### src/rtl/core/kvsq_pkg.sv
`timescale 1ns / 1ps
// Shared types, register map, reset values and constant-divide helpers.
package kvsq_pkg;

  localparam int ADC_BITS    = 12;
  localparam int PERIOD_BITS = 8;
  localparam int LEVEL_BITS  = 8;
  localparam int AUDIO_BITS  = 6;
  localparam int APB_DATA_BITS = 32;
  localparam int APB_ADDR_BITS = 4;

  typedef struct packed {
    logic [ADC_BITS-1:0]    adc_low;
    logic [ADC_BITS-1:0]    adc_high;
    logic [PERIOD_BITS-1:0] update_period;
    logic [LEVEL_BITS-1:0]  audio_threshold;
  } kvsq_cfg_t;

  typedef enum logic [1:0] {
    REG_ADC_LOW         = 2'd0,
    REG_ADC_HIGH        = 2'd1,
    REG_UPDATE_PERIOD   = 2'd2,
    REG_AUDIO_THRESHOLD = 2'd3
  } kvsq_reg_t;

  localparam logic [ADC_BITS-1:0]    RST_ADC_LOW         = 12'd2162;
  localparam logic [ADC_BITS-1:0]    RST_ADC_HIGH        = 12'd4086;
  localparam logic [PERIOD_BITS-1:0] RST_UPDATE_PERIOD   = 8'd25;
  localparam logic [LEVEL_BITS-1:0]  RST_AUDIO_THRESHOLD = 8'd70;

  // x / 10 == (x * 52429) >> 19, exact for any 16-bit x
  localparam int DIV10_MUL_BITS = 16;
  localparam logic [DIV10_MUL_BITS-1:0] DIV10_MUL = 16'd52429;
  localparam int DIV10_SHIFT = 19;

  // level = n / 99 with n = 5 * d; (n * 5295) >> 19 is low by at most one
  localparam int DIV99_MUL_BITS = 13;
  localparam logic [DIV99_MUL_BITS-1:0] DIV99_MUL = 13'd5295;
  localparam int DIV99_SHIFT = 19;
  localparam logic [6:0] LEVEL_DIVISOR = 7'd99;

  // x / 5 for 8-bit x: (x * 205) >> 10, exact over 0..255
  function automatic logic [AUDIO_BITS-1:0] div5_u8(input logic [LEVEL_BITS-1:0] x);
    logic [15:0] prod;
    prod = {8'd0, x} * 16'd205;
    return prod[15:10];
  endfunction

endpackage

### src/rtl/core/kvsq_cfg.sv
`timescale 1ns / 1ps
// APB-style register file holding the four configuration registers.
module kvsq_cfg (
  input  logic                                clk,
  input  logic                                rst_n,
  input  logic                                psel,
  input  logic                                penable,
  input  logic                                pwrite,
  input  logic [kvsq_pkg::APB_ADDR_BITS-1:0]  paddr,
  input  logic [kvsq_pkg::APB_DATA_BITS-1:0]  pwdata,
  output logic [kvsq_pkg::APB_DATA_BITS-1:0]  prdata,
  output logic                                pready,
  output kvsq_pkg::kvsq_cfg_t                 cfg
);

  kvsq_pkg::kvsq_cfg_t cfg_r;
  kvsq_pkg::kvsq_reg_t idx;
  logic                wr_en;

  assign idx    = kvsq_pkg::kvsq_reg_t'(paddr[3:2]);
  assign pready = 1'b1;
  assign wr_en  = psel & penable & pwrite;
  assign cfg    = cfg_r;

  always_ff @(posedge clk) begin
    if (!rst_n) begin
      cfg_r.adc_low         <= kvsq_pkg::RST_ADC_LOW;
      cfg_r.adc_high        <= kvsq_pkg::RST_ADC_HIGH;
      cfg_r.update_period   <= kvsq_pkg::RST_UPDATE_PERIOD;
      cfg_r.audio_threshold <= kvsq_pkg::RST_AUDIO_THRESHOLD;
    end else if (wr_en) begin
      case (idx)
        kvsq_pkg::REG_ADC_LOW:         cfg_r.adc_low         <= pwdata[11:0];
        kvsq_pkg::REG_ADC_HIGH:        cfg_r.adc_high        <= pwdata[11:0];
        kvsq_pkg::REG_UPDATE_PERIOD:   cfg_r.update_period   <= pwdata[7:0];
        kvsq_pkg::REG_AUDIO_THRESHOLD: cfg_r.audio_threshold <= pwdata[7:0];
        default: ;
      endcase
    end
  end

  always_comb begin
    case (idx)
      kvsq_pkg::REG_ADC_LOW:         prdata = {20'd0, cfg_r.adc_low};
      kvsq_pkg::REG_ADC_HIGH:        prdata = {20'd0, cfg_r.adc_high};
      kvsq_pkg::REG_UPDATE_PERIOD:   prdata = {24'd0, cfg_r.update_period};
      kvsq_pkg::REG_AUDIO_THRESHOLD: prdata = {24'd0, cfg_r.audio_threshold};
      default:                       prdata = '0;
    endcase
  end

endmodule

### src/rtl/core/kvsq_smoother.sv
`timescale 1ns / 1ps
// Stage 1: moving-average filter state, tick counter and stage register.
module kvsq_smoother #(
  parameter int SAMPLE_BITS = 12
) (
  input  logic                   clk,
  input  logic                   rst_n,
  input  kvsq_pkg::kvsq_cfg_t    cfg,
  input  logic                   i_vld,
  input  logic [SAMPLE_BITS-1:0] i_sample,
  output logic                   up_free,
  input  logic                   dn_free,
  output logic                   o_vld,
  output logic [SAMPLE_BITS-1:0] o_avg,
  output logic                   o_fire
);

  localparam int QW = SAMPLE_BITS - 3;
  localparam int PW = SAMPLE_BITS + kvsq_pkg::DIV10_MUL_BITS;

  logic [SAMPLE_BITS-1:0]           avg_cur_r, avg_prev_r;
  logic [kvsq_pkg::PERIOD_BITS-1:0] tick_r;
  logic                             s_vld_r, s_fire_r;
  logic [SAMPLE_BITS-1:0]           s_avg_r;

  logic                             acc, seed, neg, fire;
  logic [SAMPLE_BITS-1:0]           base, mag, avg_nxt;
  logic [PW-1:0]                    prod;
  logic [QW-1:0]                    quo;
  logic [kvsq_pkg::PERIOD_BITS-1:0] tick_nxt;

  assign up_free = !s_vld_r || dn_free;
  assign acc     = i_vld && up_free;

  always_comb begin
    seed = (avg_cur_r == '0) && (avg_prev_r == '0);
    base = seed ? i_sample : avg_cur_r;
    neg  = i_sample < base;
    mag  = neg ? (base - i_sample) : (i_sample - base);
    // signed divide by ten, truncating toward zero: divide magnitude, reapply sign
    prod = {{kvsq_pkg::DIV10_MUL_BITS{1'b0}}, mag}
         * {{SAMPLE_BITS{1'b0}}, kvsq_pkg::DIV10_MUL};
    quo  = prod[PW-1:kvsq_pkg::DIV10_SHIFT];
    avg_nxt = neg ? (base - {3'b000, quo}) : (base + {3'b000, quo});
    fire     = tick_r >= cfg.update_period;
    tick_nxt = fire ? '0 : (tick_r + 8'd1);
  end

  always_ff @(posedge clk) begin
    if (!rst_n) begin
      avg_cur_r  <= '0;
      avg_prev_r <= '0;
      tick_r     <= '0;
      s_vld_r    <= 1'b0;
    end else begin
      if (up_free) s_vld_r <= i_vld;
      if (acc) begin
        avg_prev_r <= base;
        avg_cur_r  <= avg_nxt;
        tick_r     <= tick_nxt;
      end
    end
  end

  always_ff @(posedge clk) begin
    if (acc) begin
      s_avg_r  <= avg_nxt;
      s_fire_r <= fire;
    end
  end

  assign o_vld  = s_vld_r;
  assign o_avg  = s_avg_r;
  assign o_fire = s_fire_r;

`ifndef SYNTHESIS
  a_fire_clears_tick: assert property (@(posedge clk) disable iff (!rst_n)
    (acc && fire) |=> (tick_r == '0))
    else $error("tick counter not cleared after a firing beat");

  a_state_holds_idle: assert property (@(posedge clk) disable iff (!rst_n)
    !acc |=> ($stable(avg_cur_r) && $stable(avg_prev_r) && $stable(tick_r)))
    else $error("filter state moved without an accepted beat");
`endif

endmodule

### src/rtl/core/kvsq_scaler.sv
`timescale 1ns / 1ps
// Stage 2: clamp to the ADC window and form the scaled level product.
module kvsq_scaler #(
  parameter int SAMPLE_BITS = 12
) (
  input  logic                   clk,
  input  logic                   rst_n,
  input  kvsq_pkg::kvsq_cfg_t    cfg,
  input  logic                   i_vld,
  input  logic [SAMPLE_BITS-1:0] i_avg,
  input  logic                   i_fire,
  output logic                   up_free,
  input  logic                   dn_free,
  output logic                   o_vld,
  output logic [kvsq_pkg::ADC_BITS-1:0] o_smooth,
  output logic                   o_fire,
  output logic                   o_above,
  output logic [(((SAMPLE_BITS > 12) ? SAMPLE_BITS : 12) + 2):0] o_n,
  output logic [(((SAMPLE_BITS > 12) ? SAMPLE_BITS : 12) + 15):0] o_p
);

  localparam int W  = (SAMPLE_BITS > kvsq_pkg::ADC_BITS) ? SAMPLE_BITS : kvsq_pkg::ADC_BITS;
  localparam int NW = W + 3;
  localparam int PW = NW + kvsq_pkg::DIV99_MUL_BITS;

  logic          s_vld_r, s_fire_r, s_above_r;
  logic [kvsq_pkg::ADC_BITS-1:0] s_smooth_r;
  logic [NW-1:0] s_n_r;
  logic [PW-1:0] s_p_r;

  logic          acc, above;
  logic [W-1:0]  ve, lo, hi, clamped, d;
  logic [NW-1:0] n;
  logic [PW-1:0] p;

  assign up_free = !s_vld_r || dn_free;
  assign acc     = i_vld && up_free;

  always_comb begin
    ve = W'(i_avg);
    lo = W'(cfg.adc_low);
    hi = W'(cfg.adc_high);
    // high bound tested first: with crossed bounds a value above adc_high
    // lands on adc_high, anything else on adc_low
    if (ve > hi)      clamped = hi;
    else if (ve < lo) clamped = lo;
    else              clamped = ve;
    above = clamped >= lo;
    d     = clamped - lo;
    n     = {1'b0, d, 2'b00} + {3'b000, d};
    p     = {{kvsq_pkg::DIV99_MUL_BITS{1'b0}}, n} * {{NW{1'b0}}, kvsq_pkg::DIV99_MUL};
  end

  always_ff @(posedge clk) begin
    if (!rst_n) begin
      s_vld_r <= 1'b0;
    end else if (up_free) begin
      s_vld_r <= i_vld;
    end
  end

  always_ff @(posedge clk) begin
    if (acc) begin
      s_smooth_r <= clamped[kvsq_pkg::ADC_BITS-1:0];
      s_fire_r   <= i_fire;
      s_above_r  <= above;
      s_n_r      <= n;
      s_p_r      <= p;
    end
  end

  assign o_vld    = s_vld_r;
  assign o_smooth = s_smooth_r;
  assign o_fire   = s_fire_r;
  assign o_above  = s_above_r;
  assign o_n      = s_n_r;
  assign o_p      = s_p_r;

endmodule

### src/rtl/core/kvsq_level.sv
`timescale 1ns / 1ps
// Stage 3: quotient correction, stored level update, audio level, result register.
module kvsq_level #(
  parameter int SAMPLE_BITS = 12
) (
  input  logic                   clk,
  input  logic                   rst_n,
  input  kvsq_pkg::kvsq_cfg_t    cfg,
  input  logic                   i_vld,
  input  logic [kvsq_pkg::ADC_BITS-1:0] i_smooth,
  input  logic                   i_fire,
  input  logic                   i_above,
  input  logic [(((SAMPLE_BITS > 12) ? SAMPLE_BITS : 12) + 2):0] i_n,
  input  logic [(((SAMPLE_BITS > 12) ? SAMPLE_BITS : 12) + 15):0] i_p,
  output logic                   up_free,
  input  logic                   out_stall,
  output logic                   o_vld,
  output logic [kvsq_pkg::ADC_BITS-1:0]   o_smooth,
  output logic [kvsq_pkg::LEVEL_BITS-1:0] o_level,
  output logic                   o_changed,
  output logic [kvsq_pkg::AUDIO_BITS-1:0] o_audio
);

  localparam int W  = (SAMPLE_BITS > kvsq_pkg::ADC_BITS) ? SAMPLE_BITS : kvsq_pkg::ADC_BITS;
  localparam int NW = W + 3;
  localparam int PW = NW + kvsq_pkg::DIV99_MUL_BITS;
  localparam int QW = PW - kvsq_pkg::DIV99_SHIFT;
  localparam int RW = QW + 7;

  logic [kvsq_pkg::LEVEL_BITS-1:0] last_r;
  logic                            o_vld_r, o_changed_r;
  logic [kvsq_pkg::ADC_BITS-1:0]   o_smooth_r;
  logic [kvsq_pkg::LEVEL_BITS-1:0] o_level_r;
  logic [kvsq_pkg::AUDIO_BITS-1:0] o_audio_r;

  logic                            load, changed;
  logic [QW-1:0]                   q0, q;
  logic [RW-1:0]                   rem;
  logic [kvsq_pkg::LEVEL_BITS-1:0] level, last_nxt, excess;
  logic [kvsq_pkg::AUDIO_BITS-1:0] audio;

  assign up_free = !o_vld_r || !out_stall;
  assign load    = i_vld && up_free;

  always_comb begin
    q0  = i_p[PW-1:kvsq_pkg::DIV99_SHIFT];
    // estimate is low by at most one
    rem = RW'(i_n) - ({7'd0, q0} * {{QW{1'b0}}, kvsq_pkg::LEVEL_DIVISOR});
    q   = (rem >= RW'(kvsq_pkg::LEVEL_DIVISOR)) ? (q0 + 1'b1) : q0;
    level    = i_above ? q[kvsq_pkg::LEVEL_BITS-1:0] : '0;
    changed  = i_fire && (level != last_r);
    last_nxt = changed ? level : last_r;
    excess   = last_nxt - cfg.audio_threshold;
    audio    = (last_nxt < cfg.audio_threshold) ? '0 : kvsq_pkg::div5_u8(excess);
  end

  always_ff @(posedge clk) begin
    if (!rst_n) begin
      last_r  <= '0;
      o_vld_r <= 1'b0;
    end else begin
      if (up_free) o_vld_r <= i_vld;
      if (load)    last_r  <= last_nxt;
    end
  end

  always_ff @(posedge clk) begin
    if (load) begin
      o_smooth_r  <= i_smooth;
      o_level_r   <= last_nxt;
      o_changed_r <= changed;
      o_audio_r   <= audio;
    end
  end

  assign o_vld     = o_vld_r;
  assign o_smooth  = o_smooth_r;
  assign o_level   = o_level_r;
  assign o_changed = o_changed_r;
  assign o_audio   = o_audio_r;

`ifndef SYNTHESIS
  a_rem_bound: assert property (@(posedge clk) disable iff (!rst_n)
    i_vld |-> (rem < RW'(2 * kvsq_pkg::LEVEL_DIVISOR)))
    else $error("level quotient estimate off by more than one");

  a_level_tracks_store: assert property (@(posedge clk) disable iff (!rst_n)
    o_vld_r |-> (o_level_r == last_r))
    else $error("result level differs from stored level");

  a_audio_below_level: assert property (@(posedge clk) disable iff (!rst_n)
    o_vld_r |-> ({2'b00, o_audio_r} <= o_level_r))
    else $error("audio level exceeds volume level");
`endif

endmodule

### src/rtl/core/knob_volume_smoother_quantizer_unit.sv
`timescale 1ns / 1ps
// Top level of the knob volume smoother and quantizer.
//
// Takes one knob sample per beat and returns one result beat per sample, in
// order. Throughput is one beat per clock while out_stall is low. A sample
// accepted by the filter stage reaches out_valid after three registers: filter
// stage, clamp/scale stage, level/result register. While a result waits on
// out_stall the two upper stages still take up to two more beats, then
// in_stall rises. The filter is an EMA of weight 1/10, seeded with the first
// sample; its one-beat recurrence closes inside the first stage through a
// reciprocal multiply for the divide by ten. The smoothed value is clamped to
// [adc_low, adc_high]; every update_period+1 beats it is turned into a volume
// level (clamped - adc_low) * 5 / 99, and level_changed marks a beat that
// stored a different level. audio_level is (level - audio_threshold) / 5, or 0
// below the threshold. Registers sit at byte offsets 0x0 adc_low, 0x4
// adc_high, 0x8 update_period, 0xC audio_threshold; write them only while the
// pipe is empty.
module knob_volume_smoother_quantizer_unit #(
  parameter int SAMPLE_BITS = 12
) (
  input  logic                   clk,
  input  logic                   rst_n,
  // sample channel
  input  logic                   in_valid,
  output logic                   in_stall,
  input  logic [SAMPLE_BITS-1:0] in_adc_sample,
  // result channel
  output logic                   out_valid,
  input  logic                   out_stall,
  output logic [kvsq_pkg::ADC_BITS-1:0]   out_smoothed_value,
  output logic [kvsq_pkg::LEVEL_BITS-1:0] out_volume_level,
  output logic                   out_level_changed,
  output logic [kvsq_pkg::AUDIO_BITS-1:0] out_audio_level,
  // configuration port
  input  logic                   psel,
  input  logic                   penable,
  input  logic                   pwrite,
  input  logic [kvsq_pkg::APB_ADDR_BITS-1:0] paddr,
  input  logic [kvsq_pkg::APB_DATA_BITS-1:0] pwdata,
  output logic [kvsq_pkg::APB_DATA_BITS-1:0] prdata,
  output logic                   pready
);

  localparam int W = (SAMPLE_BITS > kvsq_pkg::ADC_BITS) ? SAMPLE_BITS : kvsq_pkg::ADC_BITS;

  kvsq_pkg::kvsq_cfg_t cfg;

  // stage 1 -> stage 2
  logic                   s1_vld, s1_fire, s1_free;
  logic [SAMPLE_BITS-1:0] s1_avg;
  // stage 2 -> stage 3
  logic                   s2_vld, s2_fire, s2_above, s2_free;
  logic [kvsq_pkg::ADC_BITS-1:0] s2_smooth;
  logic [W+2:0]           s2_n;
  logic [W+15:0]          s2_p;
  logic                   s3_free;

  kvsq_cfg u_cfg (
    .clk     (clk),
    .rst_n   (rst_n),
    .psel    (psel),
    .penable (penable),
    .pwrite  (pwrite),
    .paddr   (paddr),
    .pwdata  (pwdata),
    .prdata  (prdata),
    .pready  (pready),
    .cfg     (cfg)
  );

  kvsq_smoother #(.SAMPLE_BITS(SAMPLE_BITS)) u_smoother (
    .clk      (clk),
    .rst_n    (rst_n),
    .cfg      (cfg),
    .i_vld    (in_valid),
    .i_sample (in_adc_sample),
    .up_free  (s1_free),
    .dn_free  (s2_free),
    .o_vld    (s1_vld),
    .o_avg    (s1_avg),
    .o_fire   (s1_fire)
  );

  kvsq_scaler #(.SAMPLE_BITS(SAMPLE_BITS)) u_scaler (
    .clk      (clk),
    .rst_n    (rst_n),
    .cfg      (cfg),
    .i_vld    (s1_vld),
    .i_avg    (s1_avg),
    .i_fire   (s1_fire),
    .up_free  (s2_free),
    .dn_free  (s3_free),
    .o_vld    (s2_vld),
    .o_smooth (s2_smooth),
    .o_fire   (s2_fire),
    .o_above  (s2_above),
    .o_n      (s2_n),
    .o_p      (s2_p)
  );

  kvsq_level #(.SAMPLE_BITS(SAMPLE_BITS)) u_level (
    .clk       (clk),
    .rst_n     (rst_n),
    .cfg       (cfg),
    .i_vld     (s2_vld),
    .i_smooth  (s2_smooth),
    .i_fire    (s2_fire),
    .i_above   (s2_above),
    .i_n       (s2_n),
    .i_p       (s2_p),
    .up_free   (s3_free),
    .out_stall (out_stall),
    .o_vld     (out_valid),
    .o_smooth  (out_smoothed_value),
    .o_level   (out_volume_level),
    .o_changed (out_level_changed),
    .o_audio   (out_audio_level)
  );

  // a beat enters whenever stage 1 is empty or moving on
  assign in_stall = !s1_free;

endmodule
### config.mk
export PLATFORM = sky130hd
export DESIGN_NAME = knob_volume_smoother_quantizer_unit
export DESIGN_NICKNAME = d
export VERILOG_FILES = /design/src/rtl/core/kvsq_pkg.sv /design/src/rtl/core/kvsq_cfg.sv /design/src/rtl/core/kvsq_smoother.sv /design/src/rtl/core/kvsq_scaler.sv /design/src/rtl/core/kvsq_level.sv /design/src/rtl/core/knob_volume_smoother_quantizer_unit.sv
export SDC_FILE = /design/constraint.sdc
export NUM_CORES = 1
export LEC_CHECK = 0
export BUFFER_PORTS_ARGS = -buffer_cell sky130_fd_sc_hd__buf_2
export CORE_ASPECT_RATIO = 2
export CORE_UTILIZATION = 64
export CTS_CLUSTER_DIAMETER = 80
export DETAILED_ROUTE_END_ITERATION = 8
export PLACE_DENSITY = 0.83
export SYNTH_ARGS = -nofsm -noshare
export SYNTH_HDL_FRONTEND = slang
export SYNTH_SLANG_ARGS = --single-unit
export TNS_END_PERCENT = 100
### constraint.sdc
create_clock -name clk -period 12.8 [get_ports clk]
set_input_delay 2.56 -clock clk [delete_from_list [all_inputs] [get_ports clk]]
set_output_delay 2.56 -clock clk [all_outputs]
set_load 0.02 [all_outputs]
==> reports/metrics.cfg <==
[run_status]
status=finished, final reports clean

[route]
ant_nets=0
detailroute.via_count=15100
via_per_inst=5.97
detail_route.drc_violations=0
post_drt_wl_per_cell_um=18.7
dr.pass1.iters=5
drt-total-wl_um=47300
drt-initial-drc-count=707

[layout]
diodes=0
drive_gt1_frac=0.0850
nets=2709
final_util=0.704
commonest_non_fill_non_tap_cell_in_the_layout=sky130_fd_sc_hd__inv_1
finish.instance_area_um2=20800
layout.cells.most_common_list=sky130_fd_sc_hd__inv_1 (378), sky130_fd_sc_hd__ha_1 (357), sky130_fd_sc_hd__fa_1 (145)
syn2layout_area_growth_pct=8.06

[global_route]
grt_pass1_vias=16000
grt_max_degree=54
grt_antenna_before_repair=0
grt_use_total=0.313
grt-ovfl-total=0
grt_first_pass_wirelength_um=75700

[sta]
timing.final.setup_violations=0
finalCritPeriodShare=0.960
timing.final.max_slew_violations=0
maxClockFrequency_mhz=81.4
timing.clock.skew_ns=0.0210
timing.max_slew.rel_slack=0.218
tightestPinTransition_ns=1.17
timing_hold_violations_final=0
period_minus_slack_ns=12.29

[clock_network]
ctsHtreeMaxLevel=4
cts.repair_timing.setup_buffer_count=0
cts_buffers=17
clock_tree_from_tritoncts=built
cts.hold.buffers_added=0
clock_latency_ns=0.46
number_of_sinks_driven_by_the_clock_tree=161
root_buffer=sky130_fd_sc_hd__clkbuf_16
clock_pin_transition_on_the_worst_setup_and_hold_timing_paths_ns=0.07
cts_max_path_buffers=2

[critical_path]
path_class=in2reg
regToRegEndpoint=u_level.o_audio[5]
regToRegSetupSlack_ns=0.94
worst-endpoint-required_ns=13.18
ff2ff_path_depth=40
timing.critical_path.fanout_max=3
critPathCaptureType=flip-flop
cp_slowest_stage_delay_ns=0.55
arrival_ns=12.66
cpMaxStageDelayCell=sky130_fd_sc_hd__fa_1
worst_setup_path_startpoint=in_adc_sample[0]
rr_startpoint=u_scaler.o_p[19]
startpoint_type=primary input

[floorplan]
std_cell_rows=89
floorplan_die_width_um=125
floorplan.die_area_um2=30800
initial_core_util=0.652
io_pins=117
die_h_um=247
total_core_area_um2=29500

[min_path]
hold_end=u_level.o_smooth[2]
timing.hold.worst_path_depth=0
worst_hold_path_type=reg2reg
hold_path_start=u_scaler.o_smooth[2]

[placed_design]
place_area_um2=20100
final_hpwl_dp_um=39700
gpl.final_weighted_congestion=0.960
io_buf_count=73

[logic_synthesis]
yosys_warnings=0
synth_cells=2057
asyncSetResetFlopFracSynth=0
ys_ff_latch=161
number_of_enable_flip_flop_cells_after_synthesis=78
postSynth.topFlopCell=sky130_fd_sc_hd__dfxtp_1
synth_cell_type_count=79
syn_avg_cell_area_um2=9.35
ys_seq_area_frac=0.208
mappedNetlistArea_um2=19200

[job]
drv_cap=0

[routing by layer]
metal / global-route usage / share of wire / wire, µm / up-vias
li1: - / - / - / 7163
met1: 0.277 / 0.32 / 15200 / 7253
met2: 0.616 / 0.56 / 26400 / 451
met3: 0.0288 / 0.026 / 1230 / 230
met4: 0.279 / 0.094 / 4460 / 0
met5: 0 / 0 / 0 / -
[cell usage after synthesis, drive strengths merged (30+ instances only)]
library cell,n,area [µm²]
xnor2,63,552
ha,357,4470
a21oi,115,576
a21o,52,390
o211ai,30,225
xor2,39,342
mux2i,42,420
fa,145,2900
o21ai,54,270
dfxtp,83,1660
nor2,103,394
edfxtp,78,2340
nand2,142,533
inv,379,1420
[area by class of cell]
class                           count  area, µm²
Multi-Input combinational cell   1479      13600
Clock inverter                     14        196
Sequential cell                   161       4000
Fill cell                        2200       8730
Timing Repair Buffer              114        673
Tap cell                          364        455
Inverter                          379       1420
Clock buffer                       18        429
[sequential cells by signal (all words and copies together), names as in the netlist, 6 cells and up]
register,count
u_level.o_audio,6
u_scaler.o_n,14
u_level.last_r,8
u_cfg.cfg,40
u_smoother.tick_r,8
u_scaler.o_p,10
u_smoother.o_avg,12
u_scaler.o_smooth,12
u_level.o_level,8
u_smoother.avg_prev_r,12
u_level.o_smooth,12
u_smoother.avg_cur_r,12
[worst max-delay path, delay by kind of cell]
kind / cells / cell delay (ns)
AO/OA/AOI/OAI: 23 / 4.43
adder cells (fa/ha/maj): 10 / 3.95
buffers and inverters: 9 / 0.80
AND/OR/NAND/NOR: 5 / 0.61
XOR/XNOR: 1 / 0.26
[metrics by stage]
step,setup WS [ns],instances,TNS [ns],hold slack (ns)
2_1_floorplan,1.29,2076,0,0.400
3_3_place_gp,0.198,2497,0,0.444
3_5_place_dp,0.0276,2497,0,0.444
4_1_cts,0.461,2529,0,0.464
5_1_grt,-0.0583,2529,-0.0583,0.472
6_report,0.514,2529,0,0.468
[what timing repair did]
item | in CTS | in global routing
gates resized for setup | 0 | 4
setup endpoints to repair | 0 | 6
hold endpoints to repair | 0 | 0
[cell families (layout without fill, tap and decap cells)]
family	after synthesis	count (layout)	share of synthesized area
adders and majority gates	502	502	0.383
other	2	21	0.000391
AOI/OAI and AO/OA	395	395	0.137
xor gates and xnor gates	102	102	0.0465
and+or+nand+nor	400	400	0.0985
buffers and inverters	436	525	0.0893
DFF	161	161	0.208
muxes	59	59	0.0365
[worst max-delay path by stage]
| stage | endpoint | cells after the start |
|---|---|---|
| floorplan | u_smoother.o_avg[10] | 43 |
| global placement | u_smoother.avg_cur_r[10] | 47 |
| detailed placement | u_smoother.avg_cur_r[10] | 47 |
| CTS | u_smoother.avg_cur_r[10] | 47 |
| global route | u_smoother.avg_cur_r[10] | 48 |
| finish | u_smoother.avg_cur_r[10] | 48 |
Power is left out: the tool's default activity adds up to more than one toggle a clock period on the data nets, which glitch-free logic cannot reach.
